`src/srx_pkg.sv`:
```
// Package for the serial byte receiver: phase encoding, register indexes,
// reset values and shared field widths. No dependencies.
`timescale 1ns / 1ps
`default_nettype none

package srx_pkg;

    typedef enum logic [1:0] {
        PH_IDLE      = 2'd0,
        PH_SAMPLE    = 2'd1,
        PH_WAIT_HIGH = 2'd2,
        PH_GUARD     = 2'd3
    } phase_t;

    typedef logic [2:0] cfg_idx_t;

    localparam cfg_idx_t REG_START_OFFSET = 3'd0;
    localparam cfg_idx_t REG_BIT_PERIOD   = 3'd1;
    localparam cfg_idx_t REG_STOP_GUARD   = 3'd2;
    localparam cfg_idx_t REG_FRAME_LENGTH = 3'd3;

    localparam int CFG_DATA_W = 16;

    localparam logic [15:0] START_OFFSET_RST = 16'd40;
    localparam logic [15:0] BIT_PERIOD_RST   = 16'd100;
    localparam logic [15:0] STOP_GUARD_RST   = 16'd100;
    localparam logic [7:0]  FRAME_LENGTH_RST = 8'd4;

    localparam logic [3:0] DATA_BITS      = 4'd8;
    localparam logic [7:0] FIRST_BIT_MASK = 8'h80;

endpackage

`default_nettype wire

```
`src/srx_in_if.sv`:
```
// Input channel of the serial byte receiver: one line sample per request.
// Depends on nothing.
`timescale 1ns / 1ps
`default_nettype none

interface srx_in_if;
    logic valid;
    logic ready;
    logic line_level;

    modport source (output valid, output line_level, input ready);
    modport sink (input valid, input line_level, output ready);
endinterface

`default_nettype wire

```
`src/srx_out_if.sv`:
```
// Result channel of the serial byte receiver: one received byte per request.
// Depends on nothing.
`timescale 1ns / 1ps
`default_nettype none

interface srx_out_if;
    logic       valid;
    logic       ready;
    logic [7:0] rx_byte;
    logic       parity_fail;
    logic [7:0] byte_position;
    logic       frame_done;

    modport source (output valid, output rx_byte, output parity_fail,
                    output byte_position, output frame_done, input ready);
    modport sink (input valid, input rx_byte, input parity_fail,
                  input byte_position, input frame_done, output ready);
endinterface

`default_nettype wire

```
`src/serial_rx_even_parity_frames.sv`:
```
// A line sample accepted into the sample stage loads its result (if any) into the result
// register as it leaves that stage. Throughput: one sample per cycle while results drain.
// One sample stage and one result register; a full result register that is
// not taken holds a full sample stage, which then drops ready.
// Reset (rst_n low, asynchronous): phase idle, counters and frame index zero,
// registers back to their defaults, both stages empty.
`timescale 1ns / 1ps
`default_nettype none

module serial_rx_even_parity_frames (
    input  wire                        clk,
    input  wire                        rst_n,
    input  wire                        cfg_we,
    input  wire srx_pkg::cfg_idx_t     cfg_index,
    input  wire [srx_pkg::CFG_DATA_W-1:0] cfg_data,
    srx_in_if.sink                     rx_in,
    srx_out_if.source                  rx_out
);

    // configuration registers
    logic [15:0] start_offset_reg;
    logic [15:0] bit_period_reg;
    logic [15:0] stop_guard_reg;
    logic [7:0]  frame_length_reg;

    // sample stage
    logic s1_valid_reg;
    logic s1_line_reg;

    // receiver state
    srx_pkg::phase_t phase_reg, phase_next;
    logic [15:0] tick_timer_reg, tick_timer_next;
    logic [7:0]  shift_byte_reg, shift_byte_next;
    logic [3:0]  bits_taken_reg, bits_taken_next;
    logic [7:0]  frame_index_reg, frame_index_next;

    // result register
    logic       out_valid_reg;
    logic [7:0] rx_byte_reg;
    logic       parity_fail_reg;
    logic [7:0] byte_position_reg;
    logic       frame_done_reg;

    logic       advance;
    logic       step;
    logic       timer_gt1;
    logic       guard_over;
    logic       sample_due;
    logic       emit;
    logic       emit_fail;
    logic       emit_done;
    logic [8:0] index_plus1;

    assign advance   = !out_valid_reg || rx_out.ready;
    assign step      = s1_valid_reg && advance;
    assign rx_in.ready = !s1_valid_reg || advance;

    assign timer_gt1  = tick_timer_reg > 16'd1;
    assign guard_over = (phase_reg == srx_pkg::PH_GUARD) && !timer_gt1;
    assign sample_due = (phase_reg == srx_pkg::PH_SAMPLE) && !timer_gt1;
    assign emit       = sample_due && bits_taken_reg[3];
    assign emit_fail  = s1_line_reg != (^shift_byte_reg);
    assign index_plus1 = {1'b0, frame_index_reg} + 9'd1;
    assign emit_done  = !emit_fail && (index_plus1 >= {1'b0, frame_length_reg});

    always_ff @(posedge clk or negedge rst_n)
    begin
        if (!rst_n)
        begin
            start_offset_reg <= srx_pkg::START_OFFSET_RST;
            bit_period_reg   <= srx_pkg::BIT_PERIOD_RST;
            stop_guard_reg   <= srx_pkg::STOP_GUARD_RST;
            frame_length_reg <= srx_pkg::FRAME_LENGTH_RST;
        end
        else if (cfg_we)
        begin
            unique case (cfg_index)
                srx_pkg::REG_START_OFFSET: start_offset_reg <= cfg_data;
                srx_pkg::REG_BIT_PERIOD:   bit_period_reg   <= cfg_data;
                srx_pkg::REG_STOP_GUARD:   stop_guard_reg   <= cfg_data;
                srx_pkg::REG_FRAME_LENGTH: frame_length_reg <= cfg_data[7:0];
                default: ;
            endcase
        end
    end

    // next phase
    always_comb
    begin
        phase_next = phase_reg;
        unique case (phase_reg)
            srx_pkg::PH_GUARD:
            begin
                if (!timer_gt1)
                    phase_next = s1_line_reg ? srx_pkg::PH_IDLE : srx_pkg::PH_SAMPLE;
            end
            srx_pkg::PH_IDLE:
            begin
                if (!s1_line_reg)
                    phase_next = srx_pkg::PH_SAMPLE;
            end
            srx_pkg::PH_SAMPLE:
            begin
                if (emit)
                    phase_next = srx_pkg::PH_WAIT_HIGH;
            end
            srx_pkg::PH_WAIT_HIGH:
            begin
                if (s1_line_reg)
                    phase_next = (stop_guard_reg == 16'd0) ? srx_pkg::PH_IDLE
                                                           : srx_pkg::PH_GUARD;
            end
            default: phase_next = srx_pkg::PH_IDLE;
        endcase
    end

    // counters, shift register and frame index
    always_comb
    begin
        tick_timer_next  = tick_timer_reg;
        shift_byte_next  = shift_byte_reg;
        bits_taken_next  = bits_taken_reg;
        frame_index_next = frame_index_reg;
        priority if ((phase_reg == srx_pkg::PH_GUARD || phase_reg == srx_pkg::PH_SAMPLE)
                     && timer_gt1)
        begin
            tick_timer_next = tick_timer_reg - 16'd1;
        end
        else if ((phase_reg == srx_pkg::PH_IDLE || guard_over) && !s1_line_reg)
        begin
            // start edge
            tick_timer_next = start_offset_reg;
            shift_byte_next = 8'd0;
            bits_taken_next = 4'd0;
        end
        else if (sample_due)
        begin
            tick_timer_next = bit_period_reg;
            if (!bits_taken_reg[3])
            begin
                if (s1_line_reg)
                    shift_byte_next = shift_byte_reg
                                    | (srx_pkg::FIRST_BIT_MASK >> bits_taken_reg[2:0]);
                bits_taken_next = bits_taken_reg + 4'd1;
            end
            else
            begin
                bits_taken_next = 4'd0;
                if (emit_fail || emit_done)
                    frame_index_next = 8'd0;
                else
                    frame_index_next = index_plus1[7:0];
            end
        end
        else if (phase_reg == srx_pkg::PH_WAIT_HIGH && s1_line_reg)
        begin
            tick_timer_next = stop_guard_reg;
        end
        else
        begin
            tick_timer_next = tick_timer_reg;
        end
    end

    always_ff @(posedge clk or negedge rst_n)
    begin
        if (!rst_n)
        begin
            s1_valid_reg    <= 1'b0;
            phase_reg       <= srx_pkg::PH_IDLE;
            tick_timer_reg  <= 16'd0;
            shift_byte_reg  <= 8'd0;
            bits_taken_reg  <= 4'd0;
            frame_index_reg <= 8'd0;
            out_valid_reg   <= 1'b0;
        end
        else
        begin
            if (rx_in.ready)
                s1_valid_reg <= rx_in.valid;
            if (step)
            begin
                phase_reg       <= phase_next;
                tick_timer_reg  <= tick_timer_next;
                shift_byte_reg  <= shift_byte_next;
                bits_taken_reg  <= bits_taken_next;
                frame_index_reg <= frame_index_next;
            end
            if (advance)
                out_valid_reg <= step && emit;
        end
    end

    // payload registers
    always_ff @(posedge clk)
    begin
        if (rx_in.ready && rx_in.valid)
            s1_line_reg <= rx_in.line_level;
        if (step && emit)
        begin
            rx_byte_reg       <= shift_byte_reg;
            parity_fail_reg   <= emit_fail;
            byte_position_reg <= frame_index_reg;
            frame_done_reg    <= emit_done;
        end
    end

    assign rx_out.valid         = out_valid_reg;
    assign rx_out.rx_byte       = rx_byte_reg;
    assign rx_out.parity_fail   = parity_fail_reg;
    assign rx_out.byte_position = byte_position_reg;
    assign rx_out.frame_done    = frame_done_reg;

endmodule

`default_nettype wire

```
`src/flat_wrapper.sv`:
```
// flat-port wrapper written by rule: the top's interface ports become plain ports
module serial_rx_even_parity_frames_flat 
  (clk, rst_n, cfg_we, cfg_index, cfg_data, rx_in_valid, rx_in_line_level, rx_in_ready, rx_out_valid, rx_out_rx_byte, rx_out_parity_fail, rx_out_byte_position, rx_out_frame_done, rx_out_ready);
  srx_in_if rx_in_i ();
  srx_out_if rx_out_i ();
  input  wire clk;
  input  wire rst_n;
  input  wire cfg_we;
  input  wire srx_pkg::cfg_idx_t cfg_index;
  input  wire [srx_pkg::CFG_DATA_W-1:0] cfg_data;
  input wire logic [$bits(rx_in_i.valid)-1:0] rx_in_valid;
  input wire logic [$bits(rx_in_i.line_level)-1:0] rx_in_line_level;
  output wire logic [$bits(rx_in_i.ready)-1:0] rx_in_ready;
  output wire logic [$bits(rx_out_i.valid)-1:0] rx_out_valid;
  output wire logic [$bits(rx_out_i.rx_byte)-1:0] rx_out_rx_byte;
  output wire logic [$bits(rx_out_i.parity_fail)-1:0] rx_out_parity_fail;
  output wire logic [$bits(rx_out_i.byte_position)-1:0] rx_out_byte_position;
  output wire logic [$bits(rx_out_i.frame_done)-1:0] rx_out_frame_done;
  input wire logic [$bits(rx_out_i.ready)-1:0] rx_out_ready;
  assign rx_in_i.valid = rx_in_valid;
  assign rx_in_i.line_level = rx_in_line_level;
  assign rx_in_ready = rx_in_i.ready;
  assign rx_out_valid = rx_out_i.valid;
  assign rx_out_rx_byte = rx_out_i.rx_byte;
  assign rx_out_parity_fail = rx_out_i.parity_fail;
  assign rx_out_byte_position = rx_out_i.byte_position;
  assign rx_out_frame_done = rx_out_i.frame_done;
  assign rx_out_i.ready = rx_out_ready;
  serial_rx_even_parity_frames u_core (.clk(clk), .rst_n(rst_n), .cfg_we(cfg_we), .cfg_index(cfg_index), .cfg_data(cfg_data), .rx_in(rx_in_i), .rx_out(rx_out_i));
endmodule
```
`config.mk`:
```
export PLATFORM = sky130hd
export DESIGN_NAME = serial_rx_even_parity_frames_flat
export DESIGN_NICKNAME = d
export VERILOG_FILES = /design/src/srx_pkg.sv /design/src/srx_in_if.sv /design/src/srx_out_if.sv /design/src/serial_rx_even_parity_frames.sv /design/src/flat_wrapper.sv
export SDC_FILE = /design/constraint.sdc
export NUM_CORES = 1
export LEC_CHECK = 0
export BUFFER_PORTS_ARGS = -buffer_cell sky130_fd_sc_hd__clkbuf_2
export CAP_MARGIN = 5
export CELL_PAD_IN_SITES_DETAIL_PLACEMENT = 0
export CELL_PAD_IN_SITES_GLOBAL_PLACEMENT = 1
export CORE_MARGIN = 2
export CORE_UTILIZATION = 52
export CTS_CLUSTER_SIZE = 16
export DETAILED_ROUTE_END_ITERATION = 8
export HOLD_SLACK_MARGIN = 0.02
export PLACE_DENSITY = 0.88
export SYNTH_ARGS = -nofsm -noshare
export SYNTH_HDL_FRONTEND = slang
export SYNTH_SLANG_ARGS = --single-unit
export TNS_END_PERCENT = 10
```
`constraint.sdc`:
```
create_clock -name clk -period 12.15 [get_ports clk]
set_clock_uncertainty 0.2 [all_clocks]
set_input_delay 3.645 -clock clk [delete_from_list [all_inputs] [get_ports clk]]
set_output_delay 3.645 -clock clk [all_outputs]
set_load 0.02 [all_outputs]
```
### Yosys cells after proc, flatten, opt, wreduce, memory -nomap -nowiden

Cells that the tools add are included.

| word-level totals | value |
|---|---|
| register bits after elaboration | 115 |
| latch bits | 0 |
| RAM bits | 0 |
| memory bits (read-only) | 0 |
| input port bits | 25 |
| output and inout port bits | 20 |
| memories | 0 |

| operators by class | value |
|---|---|
| add/subtract/negate cells | 3 |
| $mul | 0 |
| divide/modulo/power cells | 0 |
| magnitude comparators | 2 |
| equality and inequality tests | 12 |
| shifts and indexed selects | 1 |
| mux-type cells | 19 |
| bitwise operators | 3 |
| reduce and logical (&&, ||, !) cells | 36 |

Operators by type and width:

| operator | count |
|---|---|
| 2-to-1 mux 16 bit | 4 |
| 2-to-1 mux 8 bit | 5 |
| greater-than comparator 16 x 1 -> 1 bit (second input constant) | 1 |
| logical NOT 16 bit | 1 |
| subtractor 16 x 1 -> 16 bit (second input constant) | 1 |
| AND reduction 5 bit | 3 |
| 2-to-1 mux 4 bit | 3 |
| logical AND 1 bit | 10 |
| 2-to-1 mux 2 bit | 5 |
| AND reduction 2 bit | 5 |
| adder 8 x 1 -> 9 bit (second input constant) | 1 |
| >= comparator 9 x 8 -> 1 bit | 1 |
| bitwise OR 8 bit | 1 |
| one-hot mux 2 bit (4 select lines) | 1 |
| XOR reduction 8 bit | 1 |
| >> shifter 8 x 3 -> 8 bit (first input constant) | 1 |
| equality test 3 x 2 -> 1 bit (second input constant) | 2 |
| inequality test 2 bit (second input constant) | 3 |
| logical NOT 1 bit | 5 |
| logical OR 1 bit | 5 |
| adder 4 x 1 -> 4 bit (second input constant) | 1 |
| equality test 2 bit (second input constant) | 2 |
| inequality test 2 x 1 -> 1 bit (second input constant) | 2 |
| nonzero test 2 bit | 2 |
| other kinds (9) | 10 |

### Logic depth before layout (Yosys ltp)

Gate-level depths: netlist (run 1).

| logic depth | value |
|---|---|
| depth after elaboration | 7 |
| depth in mapped cells | 11 |
| gate-level depth less buffers | 11 |

### Worst setup path after synthesis (run 1)

No wires, ideal clock.

| timing path | value |
|---|---|
| path kind | input port to output port |
| from | in rx_out_ready |
| to | out rx_in_ready |
| arrival time | 3923 ps |
| data required time | 8305 ps |
| path slack | 4382 ps |
| stages on the path | 1 |
| path buffers | 0 |
| cells stage by stage | nand3b_1 |

| between the ends | value |
|---|---|
| word-level cells in the longest chain between the ends | 2 |

RTL lines:

| element | line | RTL |
|---|---|---|
| start, declared | flat_wrapper.sv:19 | `input wire logic [$bits(rx_out_i.ready)-1:0] rx_out_ready;` |
| logical OR 1 bit | serial_rx_even_parity_frames.sv:54 | `assign advance = !out_valid_reg \|\| rx_out.ready;` |
| logical OR 1 bit | serial_rx_even_parity_frames.sv:56 | `assign rx_in.ready = !s1_valid_reg \|\| advance;` |
| end, declared | flat_wrapper.sv:13 | `output wire logic [$bits(rx_in_i.ready)-1:0] rx_in_ready;` |

No other way between the ends.

### Final worst setup path (run 1)

Same ends and word-level chain as after synthesis.

==> results of run 1 <==
-- critical path: cells and delay by family --
kind | cells | cell delay [ps]
AND/OR/NAND/NOR | 1 | 180
buffers and inverters | 2 | 250
-- worst max path at each step --
stage | from | endpoint | slack (ps) | cells after the start
final | rx_out_ready | rx_in_ready | 4230 | 3
after global routing | rx_out_ready | rx_in_ready | 4170 | 3
after CTS | rx_out_ready | rx_in_ready | 4220 | 3
after detailed placement | rx_out_ready | rx_in_ready | 4220 | 3
after global placement | rx_out_ready | rx_in_ready | 4240 | 3
after floorplan | rx_out_ready | rx_in_ready | 4380 | 1
-- layer usage --
layer	routed length, um	vias to the layer above
li1	-	1928
met3	596	14
met5	0	-
met2	6220	124
met1	5550	2101
met4	184	0
-- cell families after synthesis --
group / after synthesis / synth area share, %
mux: 69 / 13.4
simple gates: 166 / 15.0
buf+inv: 30 / 2.35
compound gates: 86 / 10.8
fa+ha+maj: 17 / 3.73
xor+xnor: 14 / 2.39
flops: 115 / 52.4
-- placed cells by master, fill, tap and decap left out, types with 10 or more instances in the layout --
cell type / synthesis / final
nand2_1: 38 / 38
nor2_1: 42 / 41
o21ai_0: 16 / 16
mux2_2: 58 / 58
nand3_1: 20 / 20
xnor2_1: 10 / 10
clkbuf_16: 0 / 17
nor3_1: 13 / 12
inv_1: 13 / 13
clkbuf_2: 0 / 43
mux2i_1: 11 / 11
a21oi_1: 18 / 18
edfxtp_1: 19 / 19
ha_1: 17 / 17
dfrtp_1: 87 / 87
-- layout make-up --
| class | instances | share of cell area (%) |
|---|---|---|
| clock inverters | 7 | 1.72 |
| inverters | 13 | 0.728 |
| multi-input cells | 352 | 38.7 |
| flip-flops and latches | 115 | 44.5 |
| well taps | 140 | 2.61 |
| clock buffers | 25 | 7.84 |
| repair buffers | 49 | 3.88 |
-- metrics by stage --
step / instances / setup slack, ps / power (uW) / cell area (um^2) / util, %
after detailed placement: 669 / 4220 / 746 / 6060 / 56.4
after CTS: 701 / 4220 / 1270 / 6700 / 62.4
after global placement: 669 / 4240 / 733 / 6060 / 56.4
after global routing: 701 / 4170 / 1330 / 6700 / 62.4
after floorplan: 497 / 4380 / 681 / 5700 / -
final: 701 / 4230 / 1270 / 6700 / 62.4
-- power by group through the flow --
stage	Combinational (uW)	Sequential (uW)	Clock (uW)
floorplan	168	513	0
global placement	204	529	0
detailed placement	212	534	0
CTS	215	529	529
global route	240	541	550
finish	215	531	525
==> results.ini, run 1 <==
[run_status]
status=complete, no violations

[placement]
globalplace.congestion=0.852
place_hpwl_mm=8.47
portBuffers=44

[timing]
timing.slew.headroom_pct=33.2
hold_viol=0
setup_violations=0
max_freq_ghz=0.126
maxSlewViolCount=0
min_period_ps=7920
holdWs_ps=301
fin_crit_sh_pct=65.2
rsz0062_at_grt=no
tightest_slew_ps=1000
final.setup.tns_ps=0

[floorplanning]
die_x_um=109
die_area_mm2=0.0118
chipHeight_um=109
rows=38
start_util_pct=53.0
io_pins=45
core_mm2=0.0107

[hold_path]
hold_path_depth=0
whs_endpoint=u_core.rx_out.rx_byte[3]$_DFFE_PP_
hp-start=u_core.shift_byte_reg[3]$_DFFE_PN0P_
hold_path_class=flop to flop

[cts]
worstSkewPairLatency_ps=530
cts_tree=yes
cts_buffer_depth=2
ctsRootBufferMaster=clkbuf_8
htree_levels=4
cts_hold_buffers=0
cts_setup_buffers=0
cts_sinks=115
cts_made_buffers=17
cts_resized=0
clk_pin_slew_ps=50

[global_route]
grt_max_degree=64
met2_usage_pct=38.6
gr-usage-met3_pct=5.74
gr-total-overflow=0
grt_usage_pct=23.7
first_global_vias=4178
use_met1_pct=31.0
antenna_found_initial=0
grt_pass1_wl_mm=21.1
grt-busiest-layer=met2

[worst_setup_path]
path_cells=clkbuf_2 -> nand3b_1 -> clkbuf_2
cp_data_arrival_time_ps=4080
r2r_setup_slack_ps=8410
max_stage_delay_ps=180
r2r_start=u_core.frame_index_reg[2]$_DFFE_PN0P_
crit_path_top_delay_cell=nand3b_1
worst-r2r-cell-count=11
crit_top_cell=clkbuf_2
r2r-end=u_core.frame_index_reg[0]$_DFFE_PN0P_
critPathKind=input port to output pin
required_ps=8300
start_kind=input port
end_kind=output pin
path_max_fanout=3

[pwr]
p_leak_uw=0.00293
p_int_uw=925
p_comb_share_pct=16.9
share_seq_of_total_power_pct=41.8
switching_share_pct=27.2
power-per-cell-area_mw_per_mm2=190
power_frac_clock_pct=41.3
ir_drop_mv=0.0997
switching_power_uw=346

[synthesis]
ys_seq_area_share_pct=52.4
synth_most_common_cell=dfrtp_1
synthArstFlopShare_pct=83.5
yosysTopAreaCell=dfrtp_1
syn-num-nets=539
syn_area_mm2=0.00570
synth_area_leaders=dfrtp_1 (38%), mux2_2 (11%), edfxtp_1 (10%)
ys.flop_type=dfrtp_1
synth_edf_count=19
synth.avg_cell_area_um2=11.5
synth_seq_cells=115
yosys.area.top_type_share_pct=38.2
yosys_warnings=0
synth_cell_types=61
synthTopCellsByCount=dfrtp_1 (87), mux2_2 (58), nor2_1 (42), nand2_1 (38), nand3_1 (20)
syn_inst=497

[finish]
num_antenna_cells=0
seq_area_mm2=0.00298
multi_input_area_mm2=0.00259
final_nets=590
syn_to_final_growth_pct=17.6
fillCellCount=882
drive_above_1_share_pct=29.1

[drt]
drt_pass1_iterations=5
via_count=4167
drtIter0Drc=312
route.antenna.remaining_nets=0
via_per_inst=5.94
wl_per_cell_um=17.9
wl_mm=12.5
route.detailed.drc=0

[flow_run]
max_cap_viol_count=0

No activity file was read; power rests on OpenSTA's default activity.
==> inputs of run 2 (changes only) <==
CORE_UTILIZATION = 48   (was 52)
PLACE_DENSITY = 0.82   (was 0.88)
clock period = 7.9 ns   (was 12.15 ns; I/O delays follow)
==> run 2 against run 1 <==
- the flow now finishes with violations (DRC)
- sequential share of layout area rose by 0.59 points
- worst hold slack worse by 9.1 ps
- cell area is 1.3% lower
- total power grew 45%
- count of clock-buffer cells in the layout up 3
- combinational power grew 53%
- core utilization is 4.9 points lower
- first-iteration DRC count shrank 14%
- sequential cell count unchanged
- highest routed layer unchanged
==> results.ini, run 2 (synthesized netlist as in run 1, its figures left out) <==
[cts]
ctsRootBufferMaster=clkbuf_16
cts_hold_buffers=0  ; unchanged
worstSkewPairLatency_ps=420  ; -110 ps
cts_made_buffers=17  ; unchanged
cts_resized=0  ; unchanged
cts_setup_buffers=0  ; unchanged
cts_buffer_depth=2  ; unchanged
htree_levels=4  ; unchanged
clk_pin_slew_ps=50  ; about the same
cts_tree=yes
cts_sinks=115  ; unchanged

[timing]
rsz0062_at_grt=no
timing.slew.headroom_pct=33.7  ; +0.52 points
tightest_slew_ps=993  ; -7.81 ps
min_period_ps=5390
holdWs_ps=292  ; -9.11 ps
hold_viol=0  ; unchanged
max_freq_ghz=0.186
final.setup.tns_ps=0  ; unchanged
setup_violations=0  ; unchanged
maxSlewViolCount=0  ; unchanged
fin_crit_sh_pct=68.2

[finish]
syn_to_final_growth_pct=16.1
layout_common_cells=dfrtp_1 (87), mux2_2 (58), clkbuf_2 (43)
final_common_cell=dfrtp_1
final_nets=590  ; unchanged
num_antenna_cells=0  ; unchanged
drive_above_1_share_pct=28.3  ; -0.71 points

[pwr]
ir_drop_mv=0.160  ; +61%
fin_total_pwr_uw=1840  ; +45%
p_leak_uw=0.00289  ; -1.4%
power-per-cell-area_mw_per_mm2=279  ; +47%

[floorplanning]
io_pins=45  ; unchanged
chipHeight_um=113  ; +3.9%
die_area_mm2=0.0128  ; +8.0%
die_x_um=113  ; +3.9%
core_mm2=0.0115  ; +7.2%
start_util_pct=49.5  ; -3.5 points
rows=39  ; +2.6%

[placement]
place_hpwl_mm=8.51  ; +0.47%
globalplace.congestion=0.824  ; -3.3%
portBuffers=44  ; unchanged

[drt]
route.antenna.remaining_nets=0  ; unchanged
route.detailed.drc=2  ; +2
drt_pass1_iterations=7  ; +2
drtIter0Drc=267  ; -14%
via_per_inst=5.75  ; -3.3%
via_count=4048  ; -2.9%
wl_per_cell_um=17.5  ; -2.4%
wl_mm=12.3  ; -2.0%

[worst_setup_path]
required_ps=5330  ; -2970 ps
cp_num_buf_inv=2  ; unchanged
end_kind=output pin
cp_data_arrival_time_ps=2820  ; -1260 ps
critPathKind=input port to output pin
path_max_fanout=3  ; unchanged
path_cells=clkbuf_2 -> nand3b_1 -> clkbuf_2
start_kind=input port
crit_top_cell=clkbuf_2
crit_path_top_delay_cell=nand3b_1
path_delay_family=buffers and inverters
max_stage_delay_ps=190  ; about the same

[global_route]
antenna_found_initial=0  ; unchanged
gr-total-overflow=0  ; unchanged
first_global_vias=4011  ; -4.0%
grt_pass1_wl_mm=20.8  ; -1.4%
grt_usage_pct=21.2  ; -2.6 points
grt_max_degree=66  ; +3.1%

[hold_path]
hold_path_class=flop to flop

[flow_run]
max_cap_viol_count=0  ; unchanged

[run_status]
status=complete, but fails checks
violations=DRC

==> run 2: cell types whose count changed in the layout (fill, tap and decap cells not counted) <==
cell,change
clkinv_2,+1
bufinv_16,-3
clkbuf_8,-1
clkbuf_1,+4
clkinvlp_4,-1
==> run 2: path summary, 6_finish.rpt <==
path	to	cells past startpoint	start	slack [ps]
max	rx_in_ready	3	rx_out_ready	2510
min	u_core.rx_out.rx_byte[3]$_DFFE_PP_	0	u_core.shift_byte_reg[3]$_DFFE_PN0P_	290
max reg2reg	u_core.frame_index_reg[0]$_DFFE_PN0P_	11	u_core.frame_index_reg[2]$_DFFE_PN0P_	4200
min reg2reg	u_core.rx_out.rx_byte[3]$_DFFE_PP_	0	u_core.shift_byte_reg[3]$_DFFE_PN0P_	290
max in group asynchronous	u_core.stop_guard_reg[14]$_DFFE_PN0P_	2	rst_n	4630
min in group asynchronous	u_core.shift_byte_reg[5]$_DFFE_PN0P_	1	rst_n	1690
==> run 2: worst reg2reg max path, stage by stage, from the launching register on <==
cell,delay (ps)
dfrtp_1,460
and3_1,230
nand3_1,180
nor2_1,180
xor2_1,210
ha_1,280
and3_1,170
a221oi_1,280
o21ai_0,240
nor3_1,650
nor2b_1,370
mux2_2,210
==> run 2: through the flow <==
step | setup WS, ps | instances | area [um^2] | util (%)
after floorplan | 2680 | 497 | 5700 | -
after global placement | 2540 | 672 | 6060 | 52.7
after detailed placement | 2520 | 672 | 6060 | 52.7
after CTS | 2520 | 704 | 6610 | 57.4
after global routing | 2480 | 704 | 6610 | 57.4
final | 2510 | 704 | 6610 | 57.4
==> run 2: layout make-up <==
cell class	instances	area, um^2
flip-flops and latches	115	2980
clock inverters	4	22.5
multi-input cells	352	2590
inverters	13	48.8
repair buffers	49	260
well taps	143	179
clock buffers	28	527
fillers	969	4900
==> run 2: layer usage <==
metal  vias to the layer above  GRT usage, %  part of all wire (%)  routed length (um)
met5                         -             0                     0                   0
met4                         0          8.70                   2.0                 249
met3                        22          5.30                   4.1                 504
met2                        99          31.3                    46                5700
met1                      1998          30.1                    48                5850
li1                       1929             -                     -                   -
==> run 2: power breakdown <==
part	leakage [uW]	internal [uW]	total [uW]	switching, uW
Sequential	0.00139	716	814	97.9
Clock	0.000270	448	702	254
Combinational	0.00123	158	328	170
